$ cat config.mk
export PLATFORM = sky130hd
export DESIGN_NAME = sparse_coordinate_order_remap_unit
export DESIGN_NICKNAME = d
export VERILOG_FILES = /design/src/rtl/core/scor_pkg.sv /design/src/rtl/core/scor_div.sv /design/src/rtl/core/sparse_coordinate_order_remap_unit.sv
export SDC_FILE = /design/constraint.sdc
export NUM_CORES = 2
export LEC_CHECK = 0
export BUFFER_PORTS_ARGS = -buffer_cell sky130_fd_sc_hd__buf_4
export CAP_MARGIN = 20
export CORE_MARGIN = 1.5
export CORE_UTILIZATION = 55
export DETAILED_ROUTE_END_ITERATION = 8
export PLACE_DENSITY = 0.67
export SLEW_MARGIN = 25
export SYNTH_ARGS = -nofsm -noshare
export SYNTH_HDL_FRONTEND = slang
export SYNTH_HIERARCHICAL = 1
export SYNTH_SLANG_ARGS = --single-unit
$ cat constraint.sdc
create_clock -name clk -period 27.9 [get_ports clk]
set_input_delay 5.58 -clock clk [delete_from_list [all_inputs] [get_ports clk]]
set_output_delay 5.58 -clock clk [all_outputs]
set_load 0.01 [all_outputs]
$ cat src/rtl/core/scor_pkg.sv
// Shared types, register indexes, order codes and order decoding for the coordinate remap block.
package scor_pkg;

  localparam int CFG_DATA_W = 32;
  localparam int CFG_IDX_W  = 2;
  localparam int ORDER_W    = 5;
  localparam int BLK_SIZE_W = 4;
  localparam int REM_W      = 3;
  localparam int DIV_CHUNK  = 8;

  localparam logic [CFG_DATA_W-1:0] COUNT_RESET = 32'd1;

  // Order codes as written to the source and target order registers.
  localparam logic [ORDER_W-1:0] ORDER_HORIZONTAL    = 5'd0;
  localparam logic [ORDER_W-1:0] ORDER_VERTICAL      = 5'd1;
  localparam logic [ORDER_W-1:0] ORDER_DIAGONAL      = 5'd2;
  localparam logic [ORDER_W-1:0] ORDER_ANTI_DIAGONAL = 5'd3;
  localparam logic [ORDER_W-1:0] ORDER_ROWBLK_FIRST  = 5'd4;
  localparam logic [ORDER_W-1:0] ORDER_ROWBLK_LAST   = 5'd10;
  localparam logic [ORDER_W-1:0] ORDER_COLBLK_FIRST  = 5'd11;
  localparam logic [ORDER_W-1:0] ORDER_COLBLK_LAST   = 5'd17;
  // Block size is the order code minus these offsets.
  localparam logic [ORDER_W-1:0] ROWBLK_SIZE_OFFSET  = 5'd2;
  localparam logic [ORDER_W-1:0] COLBLK_SIZE_OFFSET  = 5'd9;

  typedef enum logic [CFG_IDX_W-1:0] {
    REG_ROW_COUNT    = 2'd0,
    REG_COLUMN_COUNT = 2'd1,
    REG_SOURCE_ORDER = 2'd2,
    REG_TARGET_ORDER = 2'd3
  } reg_idx_t;

  typedef enum logic [2:0] {
    ORD_HORIZ  = 3'd0,
    ORD_VERT   = 3'd1,
    ORD_DIAG   = 3'd2,
    ORD_ANTI   = 3'd3,
    ORD_ROWBLK = 3'd4,
    ORD_COLBLK = 3'd5
  } ord_kind_t;

  typedef struct packed {
    ord_kind_t               kind;
    logic [BLK_SIZE_W-1:0]   size;
  } ord_cfg_t;

  // Unknown codes behave as horizontal. Non-block orders carry size one so
  // the dividers always see a nonzero divisor.
  function automatic ord_cfg_t decode_order(input logic [ORDER_W-1:0] code);
    ord_cfg_t d;
    d.kind = ORD_HORIZ;
    d.size = BLK_SIZE_W'(1);
    priority if (code == ORDER_VERTICAL) begin
      d.kind = ORD_VERT;
    end else if (code == ORDER_DIAGONAL) begin
      d.kind = ORD_DIAG;
    end else if (code == ORDER_ANTI_DIAGONAL) begin
      d.kind = ORD_ANTI;
    end else if (code >= ORDER_ROWBLK_FIRST && code <= ORDER_ROWBLK_LAST) begin
      d.kind = ORD_ROWBLK;
      d.size = BLK_SIZE_W'(code - ROWBLK_SIZE_OFFSET);
    end else if (code >= ORDER_COLBLK_FIRST && code <= ORDER_COLBLK_LAST) begin
      d.kind = ORD_COLBLK;
      d.size = BLK_SIZE_W'(code - COLBLK_SIZE_OFFSET);
    end else begin
      d.kind = ORD_HORIZ;
    end
    return d;
  endfunction

endpackage

$ cat src/rtl/core/scor_div.sv
// Pipelined divider of a wide value by a small block size, eight quotient bits per stage.
module scor_div #(
  parameter int W  = 36,
  parameter int SW = 1
) (
  input  logic                               clk,
  input  logic                               rst_n,
  input  logic                               in_valid,
  output logic                               in_ready,
  input  logic [W-1:0]                       in_num,
  input  logic [scor_pkg::BLK_SIZE_W-1:0]    in_dv,
  input  logic [SW-1:0]                      in_side,
  output logic                               out_valid,
  input  logic                               out_ready,
  output logic [W-1:0]                       out_quo,
  output logic [scor_pkg::REM_W-1:0]         out_rem,
  output logic [SW-1:0]                      out_side
);

  localparam int CH  = scor_pkg::DIV_CHUNK;
  localparam int RW  = scor_pkg::REM_W;
  localparam int DW  = scor_pkg::BLK_SIZE_W;
  localparam int NST = (W + CH - 1) / CH;
  localparam int PW  = NST * CH;

  // Restoring long division over one chunk; the remainder stays below the
  // divisor, so it never needs more than three bits.
  function automatic logic [CH+RW-1:0] div_step(input logic [CH-1:0] bits,
                                                input logic [RW-1:0] rem,
                                                input logic [DW-1:0] dv);
    logic [RW:0]   t;
    logic [RW-1:0] r;
    logic [CH-1:0] q;
    r = rem;
    q = '0;
    for (int i = CH - 1; i >= 0; i--) begin
      t = {r, bits[i]};
      if (t >= (RW+1)'(dv)) begin
        q[i] = 1'b1;
        r    = RW'(t - (RW+1)'(dv));
      end else begin
        r    = t[RW-1:0];
      end
    end
    return {q, r};
  endfunction

  // Each stage word holds quotient bits above the current chunk position
  // and untouched dividend bits below it.
  logic [PW-1:0] word_r [NST];
  logic [RW-1:0] rem_r  [NST];
  logic [DW-1:0] dv_r   [NST];
  logic [SW-1:0] side_r [NST];
  logic [NST-1:0] vld_r;
  logic [NST:0]   stage_en;

  assign stage_en[NST] = out_ready;
  assign in_ready      = stage_en[0];

  for (genvar k = 0; k < NST; k++) begin : g_stage
    logic          vld_in;
    logic [PW-1:0] word_in;
    logic [RW-1:0] rem_in;
    logic [DW-1:0] dv_in;
    logic [SW-1:0] side_in;
    logic [CH+RW-1:0] step;
    logic [PW-1:0] word_nxt;

    if (k == 0) begin : g_first
      assign vld_in  = in_valid;
      assign word_in = PW'(in_num);
      assign rem_in  = '0;
      assign dv_in   = in_dv;
      assign side_in = in_side;
    end else begin : g_next
      assign vld_in  = vld_r[k-1];
      assign word_in = word_r[k-1];
      assign rem_in  = rem_r[k-1];
      assign dv_in   = dv_r[k-1];
      assign side_in = side_r[k-1];
    end

    assign stage_en[k] = !vld_r[k] || stage_en[k+1];

    always_comb begin
      step     = div_step(word_in[PW-1-CH*k -: CH], rem_in, dv_in);
      word_nxt = word_in;
      word_nxt[PW-1-CH*k -: CH] = step[CH+RW-1:RW];
    end

    always_ff @(posedge clk) begin
      if (!rst_n) begin
        vld_r[k] <= 1'b0;
      end else if (stage_en[k]) begin
        vld_r[k] <= vld_in;
      end
    end

    always_ff @(posedge clk) begin
      if (stage_en[k] && vld_in) begin
        word_r[k] <= word_nxt;
        rem_r[k]  <= step[RW-1:0];
        dv_r[k]   <= dv_in;
        side_r[k] <= side_in;
      end
    end
  end

  assign out_valid = vld_r[NST-1];
  assign out_quo   = word_r[NST-1][W-1:0];
  assign out_rem   = rem_r[NST-1];
  assign out_side  = side_r[NST-1];

endmodule

$ cat src/rtl/core/sparse_coordinate_order_remap_unit.sv
// Flow: stage 0, divider 1, stages 2 and 3, divider 2, output register; dividers are pipelined.
// Throughput: one transaction per cycle unless the sink stalls; one 8-bit chunk a divider stage.
// Reset (rst_n low, synchronous): all valid bits clear, row and column counts return to one,
// and both orders return to horizontal. cfg_ready is always high. The user must write
// configuration only while no transaction is in flight; the block does not enforce it.
module sparse_coordinate_order_remap_unit #(
  parameter int COORD_WIDTH = 36
) (
  input  logic                                   clk,
  input  logic                                   rst_n,
  // Input stream.
  input  logic                                   in_tvalid,
  output logic                                   in_tready,
  // tdata from bit 0: in_row, in_col, zero fill to whole bytes.
  input  logic [((2*COORD_WIDTH+7)/8)*8-1:0]     in_tdata,
  // Result stream.
  output logic                                   out_tvalid,
  input  logic                                   out_tready,
  // tdata from bit 0: out_row, out_col, zero fill to whole bytes.
  output logic [((2*COORD_WIDTH+7)/8)*8-1:0]     out_tdata,
  // tuser bit 0: zero_coordinate.
  output logic                                   out_tuser,
  // Configuration write channel.
  input  logic                                   cfg_valid,
  output logic                                   cfg_ready,
  input  logic [scor_pkg::CFG_IDX_W-1:0]         cfg_index,
  input  logic [scor_pkg::CFG_DATA_W-1:0]        cfg_data
);

  localparam int CW  = COORD_WIDTH;
  localparam int TDW = ((2*CW+7)/8)*8;
  localparam int BSW = scor_pkg::BLK_SIZE_W;
  // Comparisons against the 32-bit counts are done at this width so that
  // neither side loses bits.
  localparam int EW  = (CW > scor_pkg::CFG_DATA_W) ? CW : scor_pkg::CFG_DATA_W;

  // Stage payloads.
  typedef struct packed {
    logic [CW-1:0] y;
    logic [CW-1:0] x;
    logic [CW-1:0] ym;
    logic [CW-1:0] xm;
    logic          zero;
  } s0_t;

  typedef struct packed {
    logic [CW-1:0] y;
    logic [CW-1:0] x;
    logic [CW-1:0] ym;
    logic          zero;
  } d1_side_t;

  typedef struct packed {
    logic [CW-1:0] ny;
    logic [CW-1:0] nx;
    logic          zero;
  } s2_t;

  typedef struct packed {
    logic [CW-1:0] ry;
    logic [CW-1:0] rx;
    logic [CW-1:0] bym;
    logic [CW-1:0] bxm;
    logic          zero;
  } s3_t;

  typedef struct packed {
    logic [CW-1:0] ry;
    logic [CW-1:0] rx;
    logic [CW-1:0] bxm;
    logic          zero;
  } d2_side_t;

  typedef struct packed {
    logic [CW-1:0] row;
    logic [CW-1:0] col;
    logic          zero;
  } out_t;

  // ---------------------------------------------------------------------
  // Configuration registers. Orders are kept decoded into a kind and a
  // block size; the raw codes are not needed after the write.
  // ---------------------------------------------------------------------
  logic [scor_pkg::CFG_DATA_W-1:0] row_count_r;
  logic [scor_pkg::CFG_DATA_W-1:0] column_count_r;
  scor_pkg::ord_cfg_t              src_ord_r;
  scor_pkg::ord_cfg_t              tgt_ord_r;

  assign cfg_ready = 1'b1;

  always_ff @(posedge clk) begin
    if (!rst_n) begin
      row_count_r    <= scor_pkg::COUNT_RESET;
      column_count_r <= scor_pkg::COUNT_RESET;
      src_ord_r      <= scor_pkg::decode_order(scor_pkg::ORDER_HORIZONTAL);
      tgt_ord_r      <= scor_pkg::decode_order(scor_pkg::ORDER_HORIZONTAL);
    end else if (cfg_valid) begin
      unique case (scor_pkg::reg_idx_t'(cfg_index))
        scor_pkg::REG_ROW_COUNT: begin
          row_count_r <= cfg_data;
        end
        scor_pkg::REG_COLUMN_COUNT: begin
          column_count_r <= cfg_data;
        end
        scor_pkg::REG_SOURCE_ORDER: begin
          src_ord_r <= scor_pkg::decode_order(cfg_data[scor_pkg::ORDER_W-1:0]);
        end
        scor_pkg::REG_TARGET_ORDER: begin
          tgt_ord_r <= scor_pkg::decode_order(cfg_data[scor_pkg::ORDER_W-1:0]);
        end
        default: begin
          row_count_r <= row_count_r;
        end
      endcase
    end
  end

  logic [EW-1:0] rc_e;
  logic [EW-1:0] cc_e;
  assign rc_e = EW'(row_count_r);
  assign cc_e = EW'(column_count_r);

  // ---------------------------------------------------------------------
  // Stall handling: every stage takes a new transaction when it is empty or
  // when the stage after it moves. The chain starts at the output register.
  // ---------------------------------------------------------------------
  logic s0_en, s2_en, s3_en, out_en;
  logic d1_in_ready, d2_in_ready;
  logic d1_vld, d2_vld;

  // ---------------------------------------------------------------------
  // Stage 0: capture the coordinate, flag zeros and form the minus-one
  // values used by the block maps.
  // ---------------------------------------------------------------------
  s0_t  s0_r, s0_nxt;
  logic s0_vld_r;

  assign s0_en     = !s0_vld_r || d1_in_ready;
  assign in_tready = s0_en;

  always_comb begin
    s0_nxt.y    = in_tdata[CW-1:0];
    s0_nxt.x    = in_tdata[2*CW-1:CW];
    s0_nxt.ym   = s0_nxt.y - CW'(1);
    s0_nxt.xm   = s0_nxt.x - CW'(1);
    s0_nxt.zero = (s0_nxt.y == '0) || (s0_nxt.x == '0);
  end

  always_ff @(posedge clk) begin
    if (!rst_n) begin
      s0_vld_r <= 1'b0;
    end else if (s0_en) begin
      s0_vld_r <= in_tvalid;
    end
  end

  always_ff @(posedge clk) begin
    if (s0_en && in_tvalid) begin
      s0_r <= s0_nxt;
    end
  end

  // ---------------------------------------------------------------------
  // First divider: column minus one over the source block size, as the
  // reverse block map needs it.
  // ---------------------------------------------------------------------
  d1_side_t               d1_side_in, d1_side_out;
  logic [CW-1:0]          d1_quo;
  logic [scor_pkg::REM_W-1:0] d1_rem;

  assign d1_side_in.y    = s0_r.y;
  assign d1_side_in.x    = s0_r.x;
  assign d1_side_in.ym   = s0_r.ym;
  assign d1_side_in.zero = s0_r.zero;

  scor_div #(
    .W  (CW),
    .SW ($bits(d1_side_t))
  ) u_div_src (
    .clk       (clk),
    .rst_n     (rst_n),
    .in_valid  (s0_vld_r),
    .in_ready  (d1_in_ready),
    .in_num    (s0_r.xm),
    .in_dv     (src_ord_r.size),
    .in_side   (d1_side_in),
    .out_valid (d1_vld),
    .out_ready (s2_en),
    .out_quo   (d1_quo),
    .out_rem   (d1_rem),
    .out_side  (d1_side_out)
  );

  // ---------------------------------------------------------------------
  // Stage 2: undo the source order to get the natural row and column.
  // ---------------------------------------------------------------------
  s2_t           s2_r, s2_nxt;
  logic          s2_vld_r;
  logic [EW-1:0] sy_e, sx_e;
  logic [CW+BSW-1:0] rev_prod;
  logic [CW-1:0] rev_blk_y, rev_blk_x;

  assign s2_en = !s2_vld_r || s3_en;

  always_comb begin
    sy_e      = EW'(d1_side_out.y);
    sx_e      = EW'(d1_side_out.x);
    rev_prod  = d1_side_out.ym * src_ord_r.size;
    rev_blk_y = rev_prod[CW-1:0] + CW'(d1_rem) + CW'(1);
    rev_blk_x = d1_quo + CW'(1);
    s2_nxt.zero = d1_side_out.zero;
    unique case (src_ord_r.kind)
      scor_pkg::ORD_VERT: begin
        s2_nxt.ny = d1_side_out.x;
        s2_nxt.nx = d1_side_out.y;
      end
      scor_pkg::ORD_DIAG: begin
        if (sy_e < rc_e) begin
          s2_nxt.ny = CW'(rc_e + sx_e - sy_e);
          s2_nxt.nx = d1_side_out.x;
        end else begin
          s2_nxt.ny = d1_side_out.x;
          s2_nxt.nx = CW'(sy_e + sx_e - rc_e);
        end
      end
      scor_pkg::ORD_ANTI: begin
        if (sy_e <= cc_e) begin
          s2_nxt.ny = d1_side_out.x;
          s2_nxt.nx = d1_side_out.y + CW'(1) - d1_side_out.x;
        end else begin
          s2_nxt.ny = CW'(sx_e + sy_e - cc_e);
          s2_nxt.nx = CW'(cc_e + EW'(1) - sx_e);
        end
      end
      scor_pkg::ORD_ROWBLK: begin
        s2_nxt.ny = rev_blk_y;
        s2_nxt.nx = rev_blk_x;
      end
      scor_pkg::ORD_COLBLK: begin
        // Reverse block map, then transpose.
        s2_nxt.ny = rev_blk_x;
        s2_nxt.nx = rev_blk_y;
      end
      default: begin
        s2_nxt.ny = d1_side_out.y;
        s2_nxt.nx = d1_side_out.x;
      end
    endcase
  end

  always_ff @(posedge clk) begin
    if (!rst_n) begin
      s2_vld_r <= 1'b0;
    end else if (s2_en) begin
      s2_vld_r <= d1_vld;
    end
  end

  always_ff @(posedge clk) begin
    if (s2_en && d1_vld) begin
      s2_r <= s2_nxt;
    end
  end

  // ---------------------------------------------------------------------
  // Stage 3: forward map of the target order. Non-block orders finish
  // here; block orders prepare the operands of the second divider.
  // ---------------------------------------------------------------------
  s3_t           s3_r, s3_nxt;
  logic          s3_vld_r;
  logic [EW-1:0] ny_e, nx_e;
  logic [CW-1:0] anti_sum;

  assign s3_en = !s3_vld_r || d2_in_ready;

  always_comb begin
    ny_e     = EW'(s2_r.ny);
    nx_e     = EW'(s2_r.nx);
    anti_sum = s2_r.nx + s2_r.ny - CW'(1);
    s3_nxt.zero = s2_r.zero;
    // Column-block transposes before the block map.
    if (tgt_ord_r.kind == scor_pkg::ORD_COLBLK) begin
      s3_nxt.bym = s2_r.nx - CW'(1);
      s3_nxt.bxm = s2_r.ny - CW'(1);
    end else begin
      s3_nxt.bym = s2_r.ny - CW'(1);
      s3_nxt.bxm = s2_r.nx - CW'(1);
    end
    unique case (tgt_ord_r.kind)
      scor_pkg::ORD_VERT: begin
        s3_nxt.ry = s2_r.nx;
        s3_nxt.rx = s2_r.ny;
      end
      scor_pkg::ORD_DIAG: begin
        s3_nxt.ry = CW'(rc_e + nx_e - ny_e);
        s3_nxt.rx = (s2_r.nx < s2_r.ny) ? s2_r.nx : s2_r.ny;
      end
      scor_pkg::ORD_ANTI: begin
        s3_nxt.ry = anti_sum;
        s3_nxt.rx = (EW'(anti_sum) <= cc_e) ? s2_r.ny : CW'(cc_e + EW'(1) - nx_e);
      end
      default: begin
        s3_nxt.ry = s2_r.ny;
        s3_nxt.rx = s2_r.nx;
      end
    endcase
  end

  always_ff @(posedge clk) begin
    if (!rst_n) begin
      s3_vld_r <= 1'b0;
    end else if (s3_en) begin
      s3_vld_r <= s2_vld_r;
    end
  end

  always_ff @(posedge clk) begin
    if (s3_en && s2_vld_r) begin
      s3_r <= s3_nxt;
    end
  end

  // ---------------------------------------------------------------------
  // Second divider: block-row minus one over the target block size.
  // ---------------------------------------------------------------------
  d2_side_t               d2_side_in, d2_side_out;
  logic [CW-1:0]          d2_quo;
  logic [scor_pkg::REM_W-1:0] d2_rem;

  assign d2_side_in.ry   = s3_r.ry;
  assign d2_side_in.rx   = s3_r.rx;
  assign d2_side_in.bxm  = s3_r.bxm;
  assign d2_side_in.zero = s3_r.zero;

  scor_div #(
    .W  (CW),
    .SW ($bits(d2_side_t))
  ) u_div_tgt (
    .clk       (clk),
    .rst_n     (rst_n),
    .in_valid  (s3_vld_r),
    .in_ready  (d2_in_ready),
    .in_num    (s3_r.bym),
    .in_dv     (tgt_ord_r.size),
    .in_side   (d2_side_in),
    .out_valid (d2_vld),
    .out_ready (out_en),
    .out_quo   (d2_quo),
    .out_rem   (d2_rem),
    .out_side  (d2_side_out)
  );

  // ---------------------------------------------------------------------
  // Output register: finish the forward block map and hold the result
  // until the sink takes it.
  // ---------------------------------------------------------------------
  out_t              out_r, out_nxt;
  logic              out_vld_r;
  logic [CW+BSW-1:0] fwd_prod;

  assign out_en = !out_vld_r || out_tready;

  always_comb begin
    fwd_prod     = d2_side_out.bxm * tgt_ord_r.size;
    out_nxt.zero = d2_side_out.zero;
    if (tgt_ord_r.kind == scor_pkg::ORD_ROWBLK || tgt_ord_r.kind == scor_pkg::ORD_COLBLK) begin
      out_nxt.row = d2_quo + CW'(1);
      out_nxt.col = fwd_prod[CW-1:0] + CW'(d2_rem) + CW'(1);
    end else begin
      out_nxt.row = d2_side_out.ry;
      out_nxt.col = d2_side_out.rx;
    end
  end

  always_ff @(posedge clk) begin
    if (!rst_n) begin
      out_vld_r <= 1'b0;
    end else if (out_en) begin
      out_vld_r <= d2_vld;
    end
  end

  always_ff @(posedge clk) begin
    if (out_en && d2_vld) begin
      out_r <= out_nxt;
    end
  end

  assign out_tvalid = out_vld_r;
  assign out_tdata  = TDW'({out_r.col, out_r.row});
  assign out_tuser  = out_r.zero;

endmodule

==> results.yml <==
timing:
  setup-tns-final_ns: 0
  drv_slew: 0
  period_share_pct: 52.2
  tightest_slew_ns: 1.11
  period_needed_ns: 14.56
  fin_worst_skew_ns: 0.0738
  grt_setup_unrepaired: "no"
  fmax_mhz: 68.7
  hold_viol: 0
  finalSetupViolCount: 0
  max-slew-margin-rel_pct: 25.1
hold_path:
  worstHoldPathType: "reg2reg"
power_and_ir_drop:
  powerDensity_nw_per_um2: 76.4
  p_leak_nw: 49.9
  pwr-share-comb_pct: 34.6
  power_mw: 9.77
  clock_power_share_pct: 28.4
  ir_drop_v: 0.000163
  switching_share_pct: 31.2
  power.internal_mw: 6.72
  switchingPower_mw: 3.05
  seqPwrFrac_pct: 37.0
global_route:
  grt_max_degree: 138
  antenna_found_initial: 4
  grt_pass1_vias: 76800
  grt_pass1_wl_um: 457000
  grt_overflow: 0
  track_usage_pct: 28.5
placed_design:
  globalplace.congestion: 1.01
  hpwl_um: 242000
  place_inst: 12600
  port_buffers: 185
yosys:
  syn_area_um2: 116000
  syn-num-nets: 11100
  synth-warning-count: 6
  yosysTopAreaCell: "edfxtp_1"
  ys_ff_latch: 2040
  syn_inst: 9738
  synthFlopType: "edfxtp_1"
  synth_top_area_share_pct: 50.5
  ys_seq_area_share_pct: 52.1
  synthArstFlopShare_pct: 0
  ys_top_cells_by_count: "1948 x edfxtp_1, 971 x ha_1, 826 x nand2_1"
  synth_area_leaders: "edfxtp_1 50%, ha_1 10%, fa_1 4.8%"
  synth_cell_types: 103
  syn_avg_cell_area_um2: 11.9
  synth_most_common_cell: "edfxtp_1"
  synth-edff-count: 1948
layout:
  areaGrowthSynthToFinish_pct: 10.3
  fillCellCount: 16400
  multi_input_area_um2: 51700
  fin_nets: 11400
  drive_gt1_share_pct: 9.05
  register_area_um2: 60300
  final_cells: 13000
die:
  boundaryPins: 187
  die_h_um: 462
  core_um2: 210000
  die_x_um: 462
  rows: 168
  initial_core_util_pct: 55.3
  die_area_um2: 213000
setup_path:
  critPathMaxStageDelay_ns: 0.50
  worstPathCellList: "buf_4, nand2b_1, nor2b_1, and3_1, nand3_1, nor2b_1, nand2_1, nor2b_1, and3_1, nand3_1, nand2b_1, buf_4"
  worstPathMaxFanout: 6
  path_class: "in2out"
  path_buf_inv: 2
  r2r_slack_ns: 17.71
  crit_path_start_kind: "primary input"
  crit_top_cell: "nor2b_1"
  cp-end-kind: "primary output"
  crit_arrival_ns: 8.98
  cp_top_family: "simple AND/OR/NAND/NOR gates"
  worstPathRequired_ns: 22.32
  slowest_stage: "nor2b_1"
clock_network:
  clk_latency_ns: 0.87
  cts_resized: 0
  ctsHoldBuffers: 0
  cts.sinks: 2040
  clk_pin_slew_ns: 0.06
  clock_path_buffers: 3
  cts_buffers: 201
  cts_tree: "yes"
  cts_max_level: 4
  clock-root-buffer: "clkbuf_16"
  post-cts-setup-buffer-count: 0
flow_run:
  maxCapViolations: 0
route:
  wl_met1_um: 124000
  wirelength_um: 306000
  num_vias: 75900
  first_iter_violations: 6032
  vias_per_cell: 5.85
  first_pass_iters: 8
  wl_met3_um: 12700
  post_drt_wl_per_cell_um: 23.6
  met2_length_um: 153000
  postRouteAntennaNets: 0
  drc: 0
  routed.top_layer: "met4"
outcome:
  outcome: "finished clean"
## logic make-up after synthesis
logic type	after synthesis	synth area share, %
xor gates and xnor gates	651	4.93
muxes	251	2.28
other	3	0.00972
AOI/OAI and AO/OA	2354	13.4
and+or+nand+nor	2116	8.48
buffers and inverters	1073	3.49
adders and majority gates	1250	15.3
DFF	2040	52.1
## layout make-up
cell class,count,area share (%)
Clock buffer,230,4.02
Timing Repair Buffer,289,1.74
Antenna cell,2,0.00391
Multi-Input combinational cell,6625,40.5
Inverter,840,2.47
Sequential cell,2040,47.2
Clock inverter,135,1.38
Tap cell,2805,2.74
## routing by layer
layer,vias to the layer above,global-route usage (%)
li1,36000,-
met1,37200,34.8
met2,2102,50.3
met3,593,2.89
met4,0,14.1
met5,-,0
## final timing paths
path | start | endpoint | depth (start not counted)
worst max-delay path | out_tready | in_tready | 12
worst min-delay path | u_div_src/side_r[0][170] | u_div_src/side_r[0][279] | 0
worst max register to register | u_div_src/dv_r[0][5] | u_div_src/rem_r[0][8] | 35
worst min register to register | u_div_src/side_r[0][170] | u_div_src/side_r[0][279] | 0
## worst register-to-register path: cells and delay by family, from the launching register on
| kind | cells | cell delay [ns] |
|---|---|---|
| compound gates | 16 | 3.23 |
| fa+ha+maj | 8 | 2.96 |
| mux | 6 | 2.15 |
| flops | 1 | 0.68 |
| buf+inv | 3 | 0.53 |
| simple gates | 2 | 0.39 |
## cells in the final DEF (no fill, tap or decap), drive strengths merged, types with 45 or more instances in the layout
cell type and instances:
mux2i 163, mux2 88, edfxtp 1948, clkinv 91, a22oi 55, a21boi 128, dfxtp 92, and3 51
ha 971, o21ai 529, a21o 203, nor3 109, o21a 71, nor2 481, nand3 132, clkbuf 230
nand2 826, xor2 210, o21bai 63, o211a 45, xnor2 441, o211ai 54, inv 842, and2 111
nand4 62, a21oi 668, nand2b 77, a211oi 87, fa 279, o22ai 66, buf 289, nor2b 110
a31oi 65
## registers in the layout, indices dropped and copies added, names as in the netlist, 15 cells and up
name / cells
row_count_r: 32
u_div_src/side_r: 545
u_div_src/rem_r: 15
u_div_src/word_r: 180
d2_side_in: 109
u_div_tgt/side_r: 545
d1_side_in: 109
u_div_tgt/dv_r: 16
u_div_tgt/rem_r: 15
u_div_src/dv_r: 16
nx_e: 36
s3_r: 36
u_div_tgt/word_r: 180
out_tdata: 72
s0_r: 36
ny_e: 36
column_count_r: 32
## power by group through the flow
stage	Combinational [mW]	Clock, mW	Sequential, mW
after CTS	3.35	2.83	3.62
after global routing	3.76	2.95	3.62
final	3.38	2.77	3.62
after floorplan	2.65	0	3.67
after detailed placement	3.32	0	3.68
after global placement	3.11	0	3.68
## metrics by stage
| step | utilization, % | setup slack [ns] | hold WS, ns | cell area [µm²] |
|---|---|---|---|---|
| 6_report | 61.0 | 13.34 | 0.381 | 128000 |
| 5_1_grt | 61.0 | 13.08 | 0.373 | 128000 |
| 3_3_place_gp | 57.7 | 13.37 | 0.401 | 121000 |
| 2_1_floorplan | - | 9.35 | 0.400 | 116000 |
| 3_5_place_dp | 57.7 | 13.37 | 0.405 | 121000 |
| 4_1_cts | 61.0 | 13.35 | 0.377 | 128000 |
No activity file was read; power rests on OpenSTA's default activity.
